File: config.mk
export PLATFORM = sky130hd
export DESIGN_NAME = grc_sqrt
export DESIGN_NICKNAME = d
export VERILOG_FILES = /design/src/rtl/core/grc_pkg.sv /design/src/rtl/core/grc_sqrt.sv
export SDC_FILE = /design/constraint.sdc
export NUM_CORES = 1
export LEC_CHECK = 0
export ABC_AREA = 1
export BUFFER_PORTS_ARGS = -buffer_cell sky130_fd_sc_hd__buf_4
export CORE_MARGIN = 3
export CORE_UTILIZATION = 61
export CTS_CLUSTER_SIZE = 25
export DETAILED_ROUTE_END_ITERATION = 6
export GPL_ROUTABILITY_DRIVEN = 0
export PLACE_DENSITY = 0.8
export SYNTH_ARGS = -nofsm -noshare
export SYNTH_HDL_FRONTEND = slang
export SYNTH_SLANG_ARGS = --single-unit
File: constraint.sdc
create_clock -name clk_i -period 6.53 [get_ports clk_i]
set_clock_uncertainty 0.15 [all_clocks]
set_input_delay 1.306 -clock clk_i [delete_from_list [all_inputs] [get_ports clk_i]]
set_output_delay 1.306 -clock clk_i [all_outputs]
set_load 0.005 [all_outputs]
File: src/rtl/core/grc_pkg.sv
package grc_pkg;

  localparam int unsigned MapCellsDef = 1048576;
  localparam int unsigned MaxSpanDef  = 8191;

  localparam int unsigned IdxW   = 20;
  localparam int unsigned CntW   = 13;
  localparam int unsigned StrW   = 14;
  localparam int unsigned DimW   = 13;
  localparam int unsigned DistW  = 22;
  localparam logic [DistW-1:0] DistMax = '1;

  // span squares sum below 2^27, shifted by 16 -> 43 bits, root below 2^22
  localparam int unsigned SqW    = 27;
  localparam int unsigned RadW   = 44;
  localparam int unsigned RootW  = 22;

  localparam logic OpWrite = 1'b0;
  localparam logic OpCast  = 1'b1;

  localparam logic [0:0] RegWidth  = 1'b0;
  localparam logic [0:0] RegHeight = 1'b1;

  typedef enum logic [3:0] {
    StIdle,
    StPrep,
    StRead,
    StWait,
    StCheck,
    StDivA,
    StDivB,
    StSq,
    StSqrt,
    StDone
  } state_e;

  // request to the shared divider
  typedef struct packed {
    logic            start;
    logic [IdxW-1:0] dividend;
  } div_req_t;

  typedef struct packed {
    logic            done;
    logic [IdxW-1:0] quot;
    logic [IdxW-1:0] rem;
  } div_rsp_t;

  typedef struct packed {
    logic             start;
    logic [RadW-1:0]  radicand;
  } sqrt_req_t;

  typedef struct packed {
    logic             done;
    logic [RootW-1:0] root;
  } sqrt_rsp_t;

endpackage

File: src/rtl/core/grc_sqrt.sv
// bitwise integer square root, one result bit per cycle
module grc_sqrt (
  input  logic               clk_i,
  input  logic               rst_ni,
  input  grc_pkg::sqrt_req_t req_i,
  output grc_pkg::sqrt_rsp_t rsp_o
);
  import grc_pkg::*;

  logic [RadW-1:0] v_q, v_d, res_q, res_d, bit_q, bit_d, sum;
  logic            busy_q, busy_d, done_q, done_d;

  always_comb begin
    v_d = v_q;
    res_d = res_q;
    bit_d = bit_q;
    busy_d = busy_q;
    done_d = 1'b0;
    sum = res_q + bit_q;
    if (req_i.start) begin
      v_d = req_i.radicand;
      res_d = '0;
      bit_d = RadW'(1) << (RadW - 2);
      busy_d = 1'b1;
    end else if (busy_q) begin
      if (v_q >= sum) begin
        v_d = v_q - sum;
        res_d = (res_q >> 1) + bit_q;
      end else begin
        res_d = res_q >> 1;
      end
      bit_d = bit_q >> 2;
      if (bit_q[0]) begin
        busy_d = 1'b0;
        done_d = 1'b1;
      end
    end
  end

  always_ff @(posedge clk_i or negedge rst_ni) begin
    if (!rst_ni) begin
      busy_q <= 1'b0;
      done_q <= 1'b0;
    end else begin
      busy_q <= busy_d;
      done_q <= done_d;
    end
  end

  always_ff @(posedge clk_i) begin
    v_q <= v_d;
    res_q <= res_d;
    bit_q <= bit_d;
  end

  assign rsp_o.done = done_q;
  assign rsp_o.root = res_q[RootW-1:0];
endmodule

Word level (Yosys, flattened, before mapping). Cells that the tools add are included.

$add $sub $neg: 3. Multiply operators: 0. Div/mod/pow operators: 0. $lt $le $gt $ge: 1. Equal/unequal tests: 0. Shifts and indexed selects: 0. Mux-type cells: 10. Bitwise logic cells: 0. Reductions and logical operators: 3.

Operator list (number): $mux 44 (4); $add 43x43->44 (1); $add 44x43->44 (1); $ge 44x44->1 (1); $sub 44x44->44 (1); $mux 1 (6); $reduce_bool 2->1 (2); $reduce_and 2->1 (1).

Flip-flop bits (word level): 112. Latch bits: 0. Memory bits (writable): 0. Memory bits (read-only): 0. Logic and storage cells: 22. Memories: 0.

Depth between registers and ports, before layout.
Word-level depth: 5. Gate-level depth with buffers: 30. Mapped depth without buffers: 29.

Least setup slack after synthesis. Ideal clock, no wire load.

Kind: reg-to-reg. Start point: register bit_q[0]. End point: register v_q[0] (enable). Arrival time: 4.111 ns. Setup slack: 1.867 ns. Stages on the path, launching flop included: 23. Cell sequence: dfxtp_1 > ha_1 > ha_1 > nand2_1 > a21oi_1 > nand2_1 > a21oi_2 > a21boi_1 > o21ai_1 > nand2_1 > nand2_1 > xnor2_1 > ha_1 > nand2_2 > nor2_2 > inv_2 > nor2_2 > nand4_1 > nor2_4 > nor2_8 > nand2_8 > nand2_2 > nand2_1.

Longest elaborated chain between the ends: 4.

Ends and longest elaborated chain: start: declaration (line grc_sqrt.sv:10) `logic [RadW-1:0] v_q, v_d, res_q, res_d, bit_q, bit_d, sum;`; start signal: assignment (line grc_sqrt.sv:53) `bit_q <= bit_d;`; $add 44x43->44 (line grc_sqrt.sv:19) `sum = res_q + bit_q;`; $ge 44x44->1 (line grc_sqrt.sv:26) `if (v_q >= sum) begin`; $reduce_bool 2->1 (no source line); $reduce_and 2->1 (no source line); end signal: assignment (line grc_sqrt.sv:51) `v_q <= v_d;`; end: declaration (line grc_sqrt.sv:10).

Every way passes these cells. A chain may end at the register's enable or synchronous reset.

Worst setup path in the final report.
Start point: register bit_q[0]. End point: register v_q[3] (enable).

The elaborated chain is that of the path after synthesis.

==> flow_summary.toml <==
[pwr]
p_seq_frac = 0.223
combPwrFrac = 0.679
p_clk_frac = 0.098
p_switching_uw = 3165
p_sw_frac = 0.5358
leakage_uw = 0.005980
p_int_uw = 2742
powerDensity_nw_per_um2 = 444.6
peakVddDrop_uv = 349.5

[place]
portBuffers = 69
dpl.hpwl_um = 30670
placed_area_um2 = 13000

[die]
initial_core_util = 0.6320
rows = 51
die_x_um = 149.4
io_pins = 70
core_area_um2 = 19850
die_area_um2 = 22320
die_h_um = 149.4

[setup_path]
cp.depth = 26
regToRegEndpoint = "v_q[3]"
timing.rr.start = "bit_q[0]"
critPathKind = "flop to flop"
crit_path_end = "v_q[3]"
critical_path_peak_fanout = 45
critPathSlowestCell = "buf_4"
cpPeakStageDelay_ps = 480
crit_top_cell = "nand2_1"
reg2reg_slack_ps = 940
critical_path.top_delay_family = "simple AND/OR/NAND/NOR gates"
start_kind = "flop"
cp_num_buf_inv = 2
startpoint = "bit_q[0]"
crit_arrival_ps = 5450
cp-end-kind = "flop"
worst_r2r_path_depth = 26
critical_path_required_ps = 6390

[detailed_routing]
totalWireLength_um = 39570
drtPass1Iterations = 6
drc_errors = 0
via_count = 13950
routed_via_density = 5.886
wl_per_cell_um = 16.69
dr.first_iter.drc_count = 1207
postRouteAntennaNets = 0

[logic_synthesis]
synth-xor-area-share = 0.04609
syn_area_per_cell_um2 = 5.995
ys_seq_area_frac = 0.2147
synth_top_family_by_area = "simple AND/OR/NAND/NOR gates"
yosys.area_share.simple = 0.4073
synth-main-ff-cell = "dfxtp_1"
synthArstFlopShare = 0.01786
synth_compound_area_frac = 0.1416
ys_ff_latch = 112
synth-edff-count = 44
synth_top_area_share = 0.2032
synthCells = 2092
ys_top_cells_by_area = "nand2_1 20%, dfxtp_1 11%, edfxtp_1 11%"
yosys.area.top_type = "nand2_1"
ys_warn_count = 0
synth.cell_area_um2 = 12540
syn-num-nets = 2230
synth_adder_area_share = 0.09138
synth_common_cells = "679 x nand2_1, 224 x nor2_1, 206 x inv_1, 182 x nand3_1, 144 x a21oi_1"
synthDistinctLibCells = 51
synth_mux_area_frac = 0
synth.most_common_cell = "nand2_1"

[finish]
utilization = 0.6696
drive_above_1_share = 0.07316
antenna_cells = 0
final_nets = 2238
area_growth_pct = 5.945
finish.instance_area_um2 = 13290
fillCellCount = 1943

[clocking]
h-tree-depth = 3
cts.path.max_buffers = 2
insertion_delay_ps = 370
cts_buffers = 9
cts_sinks = 112
path_clk_slew_ps = 80
cts_setup_buffers = 0
cts_hold_buf = 0
root_buffer = "clkbuf_16"
cts_tree = "done"
cts_resized = 0

[grt]
grt_max_degree = 71
grt_pass1_wl_um = 62100
groute.usage.overall = 0.3488
overflow = 0
antenna_found_initial = 0
grt_pass1_vias = 12790

[sta]
slew_headroom = 0.2179
finalCritPeriodShare = 0.8566
fmax_ghz = 0.1788
whs_ps = 340.2
setup_tns_ps = 0
rsz0062_at_grt = "no"
final-setup-viol-count = 0
hold_violations = 0
drv_slew = 0
worstMarginPinSlew_ps = 1173
post-route-min-period_ps = 5593

[hold_path]
worstHoldPathType = "flop to flop"
min_from = "bit_q[0]"

[outcome]
outcome = "completed"

[flow_run]
max_cap_viol_count = 0
-- worst min path at each step --
stage	cells after the start	end	slack, ps
final	2	done_q	340
after global routing	2	res_q[0]	380
after CTS	2	done_q	340
after detailed placement	2	done_q	330
after global placement	2	done_q	330
after floorplan	2	done_q	300
-- cells in the final DEF (no fill, tap or decap), drive strengths merged, types with 44 or more instances in the layout --
cell	Yosys	layout
a21oi	154	154
nand2	692	692
o21ai	132	132
ha	90	90
nand3	184	184
inv	212	216
nor2	233	233
buf	50	75
dfxtp	66	66
edfxtp	44	44
-- state kept, by name, indices dropped and copies added (netlist names) --
name and cells:
done_q 1, res_q 44, bit_q 22, busy_q 1, v_q 44
-- power by group through the flow --
stage | Combinational, uW | Clock [uW] | Sequential (uW)
final | 4010 | 577 | 1320
after global routing | 4460 | 616 | 1340
after CTS | 3910 | 586 | 1300
after detailed placement | 3880 | 0 | 1320
after global placement | 3800 | 0 | 1310
after floorplan | 3120 | 0 | 1190
-- through the flow --
step | power [uW] | instances | setup WS, ps
after global routing | 6411 | 2370 | 609.7
final | 5908 | 2370 | 936.6
after floorplan | 4307 | 2092 | 1867
after CTS | 5800 | 2370 | 1033
after global placement | 5107 | 2354 | 1193
after detailed placement | 5197 | 2354 | 1064
-- worst min-delay path, stage by stage (launching register included) --
cell     delay [ps]
dfxtp_1         350
nand2_1          80
nor2_1           30
-- layout make-up --
type	count	area [um2]	share of cell area
Clock buffer	11	242.7	0.01827
Tap cell	265	331.6	0.02495
Multi-Input combinational cell	1689	8611	0.6480
Timing Repair Buffer	75	563.0	0.04237
Sequential cell	112	2694	0.2027
Clock inverter	5	46.29	0.003484
Inverter	213	799.5	0.06017
-- routing by layer --
metal	track usage	part of all wire	vias up
met3	0.03677	0.077	149
met4	0.2110	0.064	0
met5	0	0	-
met2	0.5643	0.45	706
li1	-	-	6851
met1	0.4490	0.41	6245
-- logic make-up (layout without fill, tap and decap cells) --
group | count (synthesis) | in the layout
and+or+nand+nor | 1205 | 1205
DFF | 112 | 112
buffers and inverters | 291 | 304
xor gates and xnor gates | 66 | 66
AOI/OAI and AO/OA | 327 | 327
adders and majority gates | 91 | 91
(Power assumes the default switching activity.)
