[config.mk]
export PLATFORM = sky130hd
export DESIGN_NAME = grc_div
export DESIGN_NICKNAME = d
export VERILOG_FILES = /design/src/rtl/core/grc_pkg.sv /design/src/rtl/core/grc_div.sv
export SDC_FILE = /design/constraint.sdc
export NUM_CORES = 1
export LEC_CHECK = 0
export CAP_MARGIN = 30
export CELL_PAD_IN_SITES_DETAIL_PLACEMENT = 0
export CELL_PAD_IN_SITES_GLOBAL_PLACEMENT = 2
export CORE_MARGIN = 4
export CORE_UTILIZATION = 39
export CTS_CLUSTER_SIZE = 14
export DETAILED_ROUTE_END_ITERATION = 6
export DONT_BUFFER_PORTS = 1
export GPL_ROUTABILITY_DRIVEN = 1
export GPL_TIMING_DRIVEN = 0
export PLACE_DENSITY = 0.76
export SLEW_MARGIN = 5
export SYNTH_ARGS = -nofsm -noshare
export SYNTH_HDL_FRONTEND = slang
export SYNTH_SLANG_ARGS = --single-unit
[constraint.sdc]
create_clock -name clk_i -period 3.4 [get_ports clk_i]
set_input_delay 0.17 -clock clk_i [delete_from_list [all_inputs] [get_ports clk_i]]
set_output_delay 0.17 -clock clk_i [all_outputs]
set_load 0.02 [all_outputs]
[src/rtl/core/grc_pkg.sv]
package grc_pkg;

  localparam int unsigned MapCellsDef = 1048576;
  localparam int unsigned MaxSpanDef  = 8191;

  localparam int unsigned IdxW   = 20;
  localparam int unsigned CntW   = 13;
  localparam int unsigned StrW   = 14;
  localparam int unsigned DimW   = 13;
  localparam int unsigned DistW  = 22;
  localparam logic [DistW-1:0] DistMax = '1;

  // span squares sum below 2^27, shifted by 16 -> 43 bits, root below 2^22
  localparam int unsigned SqW    = 27;
  localparam int unsigned RadW   = 44;
  localparam int unsigned RootW  = 22;

  localparam logic OpWrite = 1'b0;
  localparam logic OpCast  = 1'b1;

  localparam logic [0:0] RegWidth  = 1'b0;
  localparam logic [0:0] RegHeight = 1'b1;

  typedef enum logic [3:0] {
    StIdle,
    StPrep,
    StRead,
    StWait,
    StCheck,
    StDivA,
    StDivB,
    StSq,
    StSqrt,
    StDone
  } state_e;

  // request to the shared divider
  typedef struct packed {
    logic            start;
    logic [IdxW-1:0] dividend;
  } div_req_t;

  typedef struct packed {
    logic            done;
    logic [IdxW-1:0] quot;
    logic [IdxW-1:0] rem;
  } div_rsp_t;

  typedef struct packed {
    logic             start;
    logic [RadW-1:0]  radicand;
  } sqrt_req_t;

  typedef struct packed {
    logic             done;
    logic [RootW-1:0] root;
  } sqrt_rsp_t;

endpackage

[src/rtl/core/grc_div.sv]
// restoring divider, one quotient bit per cycle
module grc_div (
  input  logic               clk_i,
  input  logic               rst_ni,
  input  grc_pkg::div_req_t  req_i,
  input  logic [grc_pkg::DimW-1:0] divisor_i,
  output grc_pkg::div_rsp_t  rsp_o
);
  import grc_pkg::*;

  logic [IdxW-1:0] quot_q, quot_d;
  logic [DimW:0]   rem_q, rem_d;
  logic [4:0]      cnt_q, cnt_d;
  logic            busy_q, busy_d, done_q, done_d;
  logic [DimW+1:0] trial;

  always_comb begin
    quot_d = quot_q;
    rem_d  = rem_q;
    cnt_d  = cnt_q;
    busy_d = busy_q;
    done_d = 1'b0;
    trial  = {rem_q, quot_q[IdxW-1]} - {2'b0, divisor_i};
    if (req_i.start) begin
      quot_d = req_i.dividend;
      rem_d  = '0;
      cnt_d  = 5'(IdxW);
      busy_d = 1'b1;
    end else if (busy_q) begin
      if (!trial[DimW+1]) begin
        rem_d = trial[DimW:0];
        quot_d = {quot_q[IdxW-2:0], 1'b1};
      end else begin
        rem_d = {rem_q[DimW-1:0], quot_q[IdxW-1]};
        quot_d = {quot_q[IdxW-2:0], 1'b0};
      end
      cnt_d = cnt_q - 5'd1;
      if (cnt_q == 5'd1) begin
        busy_d = 1'b0;
        done_d = 1'b1;
      end
    end
  end

  always_ff @(posedge clk_i or negedge rst_ni) begin
    if (!rst_ni) begin
      busy_q <= 1'b0;
      done_q <= 1'b0;
      cnt_q  <= '0;
    end else begin
      busy_q <= busy_d;
      done_q <= done_d;
      cnt_q  <= cnt_d;
    end
  end

  always_ff @(posedge clk_i) begin
    quot_q <= quot_d;
    rem_q  <= rem_d;
  end

  assign rsp_o.done = done_q;
  assign rsp_o.quot = quot_q;
  assign rsp_o.rem  = IdxW'(rem_q);
endmodule

After elaboration in Yosys (flattened, before gate mapping)
Cells that the tools add are included.
{"block": "totals", "output_inout_bits": 41, "regBits": 41}
{"block": "op_classes", "addsub": 2, "reduce_logical": 1, "muxes": 12, "eq_ne": 1}
{"cell": "$mux 20", "n": 2}
{"cell": "$sub 15x13->15", "n": 1}
{"cell": "$mux 14", "n": 1}
{"cell": "$mux 5", "n": 2}
{"cell": "$mux 1", "n": 7}
{"cell": "$eq 5x1->1 const B", "n": 1}
{"cell": "$sub 5x1->5 const B", "n": 1}
{"cell": "$reduce_bool 2->1", "n": 1}

Longest topological paths before layout
{"block": "logic_depth", "depth_word": 4, "depth_mapped": 10, "depth_no_buf": 9}

Worst setup path before layout
Ideal clock, no wire load.
{"block": "synth_path", "kind": "reg2reg", "startpoint": "reg quot_q[19]", "endpoint": "reg rem_q[13]", "slack_ps": 796, "arrival_ps": 2516, "period_less_slack_ps": 2604, "t_required_ps": 3312, "setup_time_ps": 88, "stages_incl_launch_ff": 10, "path_cell_list": "edfxtp_1 > inv_1 > ha_1 > fa_1 > nor2b_1 > o2111ai_1 > a21oi_1 > o211ai_2 > or3_1 > a311oi_2"}
{"block": "synth_via", "elab_chain_cells": 2}
{"element": "from (decl)", "line_no": "grc_div.sv:11", "source": "logic [IdxW-1:0] quot_q, quot_d;"}
{"element": "from (signal assigned)", "line_no": "grc_div.sv:58", "source": "quot_q <= quot_d;"}
{"element": "$sub 15x13->15", "line_no": "grc_div.sv:23", "source": "trial = {rem_q, quot_q[IdxW-1]} - {2'b0, divisor_i};"}
{"element": "$mux 14", "line_no": "grc_div.sv:30", "source": "if (!trial[DimW+1]) begin"}
{"element": "to (signal assigned)", "line_no": "grc_div.sv:59", "source": "rem_q <= rem_d;"}
{"element": "to (decl)", "line_no": "grc_div.sv:12", "source": "logic [DimW:0] rem_q, rem_d;"}
No other way between the ends.
A chain may end at the register's enable or synchronous reset.

Final worst setup path
{"block": "layout_path", "startpoint": "reg quot_q[19]", "endpoint": "reg rem_q[7]"}
Same word-level chain as after synthesis.

==> flow_summary.json <==
{
  "fillerInstances": 642,
  "leading_cell_types_in_the_layout_fill_and_taps_excluded": "nor2_1, edfxtp_1, mux2_2",
  "tritoncts": "yes",
  "timing.max_cap.violations": 0,
  "drt_pre_antenna_iters": 4,
  "detailroute.via_count": 1881,
  "area.growth.synth_to_final_pct": 7.88,
  "die_height_um": 90.4,
  "worst-r2r-setup-slack_ns": 0.29,
  "worstHoldPathCells": 2,
  "maximum_number_of_pins_on_one_net_before_global_route_repair": 21,
  "clk_transition_reported_paths_ns": 0.08,
  "crit_path_top_delay_cell": "edfxtp_1",
  "clock_sinks": 41,
  "ys_seq_elements": 41,
  "grt_remaining_overflow": 0,
  "critPathBufInv": 2,
  "status": "complete, no violations",
  "grt_use_total_pct": 15.3,
  "netlist_area_sq_um": 2650,
  "worstSetupEndpointType": "register",
  "timing.setup.critical_path_class": "register to register",
  "initial_core_util_pct": 41.0,
  "yosys_warning_total": 0,
  "synthesis.instances": 255,
  "grt_pass1_vias": 1925,
  "timing.critical_path.required_ns": 3.61,
  "antenna_cells_inserted": 0,
  "power_density_nw_per_um2": 410,
  "clock-root-buffer": "clkbuf_8",
  "route.detailed.vias_per_inst": 5.44,
  "final_antenna_net_count": 0,
  "first_iter_violations": 57,
  "num-nets-final": 320,
  "cts_buffers": 5,
  "critical_path.cell_chain": "inv_1 > ha_1 > fa_1 > nor2b_1 > o2111ai_1 > a21oi_1 > o211a_1 > buf_6 > nand3b_1 > a311oi_2",
  "grt_pass1_wl_um": 10000,
  "worstMarginPinSlew_ns": 0.755,
  "seq_area_frac_synth_pct": 39.8,
  "total_drc_errors_in_the_routed_layout": 0,
  "grt_setup_unrepaired": "no",
  "grt_antenna_before_repair": 0,
  "largest_driver_fanout_on_the_critical_path": 10,
  "top_level_ports": 77,
  "finalWeightedCongestion": 0.719,
  "route.final.wire_length_um": 6210,
  "layout_worst_path_cycle_share_pct": 91.4,
  "synth.distinct_cells": 52,
  "hold_violations": 0,
  "finalSetupTns_ns": 0,
  "r2r.worst_path.cells": 10,
  "postSynth.asyncResetShare_pct": 17.1,
  "min_period_ns": 3.11,
  "startpoint_type": "register",
  "min-delay-start": "req_i[0]",
  "ir_worst_vdd_uv": 188,
  "ys_dominant_reg_cell": "edfxtp_1",
  "ff_latch_area_sq_um": 1060,
  "postSynthAreaPerCell_sq_um": 10.4,
  "critical_path.max_stage_delay_ns": 0.52,
  "rows": 29,
  "avgRoutedWirePerCell_um": 17.9,
  "core_region_area_sq_um": 6460,
  "dp_hpwl_um": 4620,
  "timing.fmax_mhz": 322,
  "dieWidth_um": 90.4,
  "critical-path-top-delay-family": "compound AO/OA/AOI/OAI gates",
  "critical_path_cell_count": 10,
  "p_leak_nw": 1.22,
  "clk_latency_ns": 0.30,
  "post_cts.repair.setup_buffers": 0,
  "finalSetupViolations": 0,
  "timing_max_transition_violations_final": 0,
  "timing.slew.headroom_pct": 49.7,
  "clockBufferDepth": 2,
  "r2r-start": "quot_q[19]",
  "clock_skew_ns": 0.00536,
  "dieArea_sq_um": 8180,
  "timing.critical_path.arrival_ns": 3.32,
  "numPortBuffers": 0,
  "whs_endpoint": "quot_q[0]",
  "total_area_of_multi_input_combinational_cells_sq_um": 1430,
  "min-delay-path-class": "input port to register",
  "rr_endpoint": "rem_q[7]",
  "number_of_enable_flip_flop_cells_after_synthesis": 20,
  "design_power_total_mw": 1.17,
  "final_layout_size_suffix_gt1_share_pct": 21.6,
  "cts_htree_levels": 2
}
## what timing repair did
action	CTS	global route
endpoints found under the hold margin	7	0
hold buffers	1	0
resized for setup	0	0
## worst max-delay path by stage
stage	endpoint	slack, ns	startpoint
3_5_place_dp	rem_q[10]	0.31	quot_q[19]
3_3_place_gp	rem_q[9]	0.34	quot_q[19]
5_1_grt	rem_q[9]	0.11	quot_q[19]
6_report	rem_q[7]	0.29	quot_q[19]
2_1_floorplan	rem_q[13]	0.80	quot_q[19]
4_1_cts	rem_q[10]	0.28	quot_q[19]
## metal layers
metal  vias up  global-route usage [%]  wire length (um)
li1        964                       -                 -
met2        40                    24.0              2820
met3         7                    3.42               227
met5         -                       0                 0
met4         0                    4.59                72
met1       870                    21.1              3090
## flip-flops by register name, indices dropped and copies added, names as in the netlist
signal / count
rem_q: 14
quot_q: 20
cnt_q: 5
done_q: 1
busy_q: 1
## per-stage QoR
step                hold WS (ns)  instance area [sq um]  util (%)  worst slack [ns]  std cells
CTS                       0.0696                   2860      44.3             0.282        346
floorplan                 -0.126                   2670         -             0.796        260
global route              0.0682                   2860      44.3             0.112        346
detailed placement        -0.125                   2770      42.8             0.307        337
global placement          -0.125                   2770      42.8             0.342        337
finish                    0.0778                   2860      44.3             0.294        346
## area by class of cell
class / instances / share of cell area, %
inverters: 16 / 2.10
well taps: 77 / 3.37
clock buffers: 6 / 2.54
flip-flops and latches: 41 / 36.9
multi-input cells: 183 / 50.0
repair buffers: 1 / 0.350
plain buffers: 20 / 4.33
clock inverters: 2 / 0.394
## cell usage after synthesis, types with 2 or more instances
cell / n / area, sq um
nor3_1: 5 / 25.0
nand2_1: 16 / 60.1
nand4_1: 2 / 12.5
ha_1: 15 / 188
xnor2_1: 6 / 52.6
a211oi_1: 3 / 22.5
o21ai_0: 11 / 55.1
and2_1: 2 / 12.5
or2_2: 2 / 12.5
or3_1: 5 / 31.3
dfrtp_1: 7 / 175
o211a_1: 3 / 30.0
a211o_1: 2 / 17.5
a21oi_1: 4 / 20.0
nand2b_1: 5 / 31.3
a31o_2: 3 / 26.3
clkbuf_1: 10 / 37.5
nand3b_1: 4 / 30.0
o32ai_1: 2 / 17.5
a21o_2: 2 / 17.5
mux2_2: 19 / 214
o21a_1: 2 / 15.0
nor2b_1: 2 / 12.5
nor2_1: 20 / 75.1
edfxtp_1: 20 / 601
a21o_1: 9 / 67.6
nand3_1: 2 / 10.0
buf_4: 7 / 52.6
buf_6: 3 / 33.8
inv_1: 16 / 60.1
a2111oi_0: 3 / 26.3
a311oi_2: 10 / 150
dfxtp_1: 14 / 280
## worst reg2reg max path: stages, from the launching register on
cell and delay [ns]:
edfxtp_1 0.52, inv_1 0.08, ha_1 0.21, fa_1 0.41, nor2b_1 0.18, o2111ai_1 0.29, a21oi_1 0.42, o211a_1 0.34
buf_6 0.19, nand3b_1 0.11, a311oi_2 0.27
## power by group
part / switching (mW) / internal, mW / leakage (nW)
sequential: 0.0798 / 0.568 / 0.408
combinational: 0.103 / 0.0969 / 0.770
clock: 0.182 / 0.143 / 0.0388
total: 0.365 / 0.808 / 1.22
## kinds of logic (layout without fill, tap and decap cells)
logic type,after synthesis,count (layout),synth area share (%)
mux,20,20,8.45
compound gates,62,62,20.4
fa+ha+maj,16,16,7.84
xor+xnor,7,7,2.31
buf+inv,36,45,6.94
simple gates,72,72,14.0
flops,41,41,39.8
other cells,1,6,0.142
(Power assumes the default switching activity.)
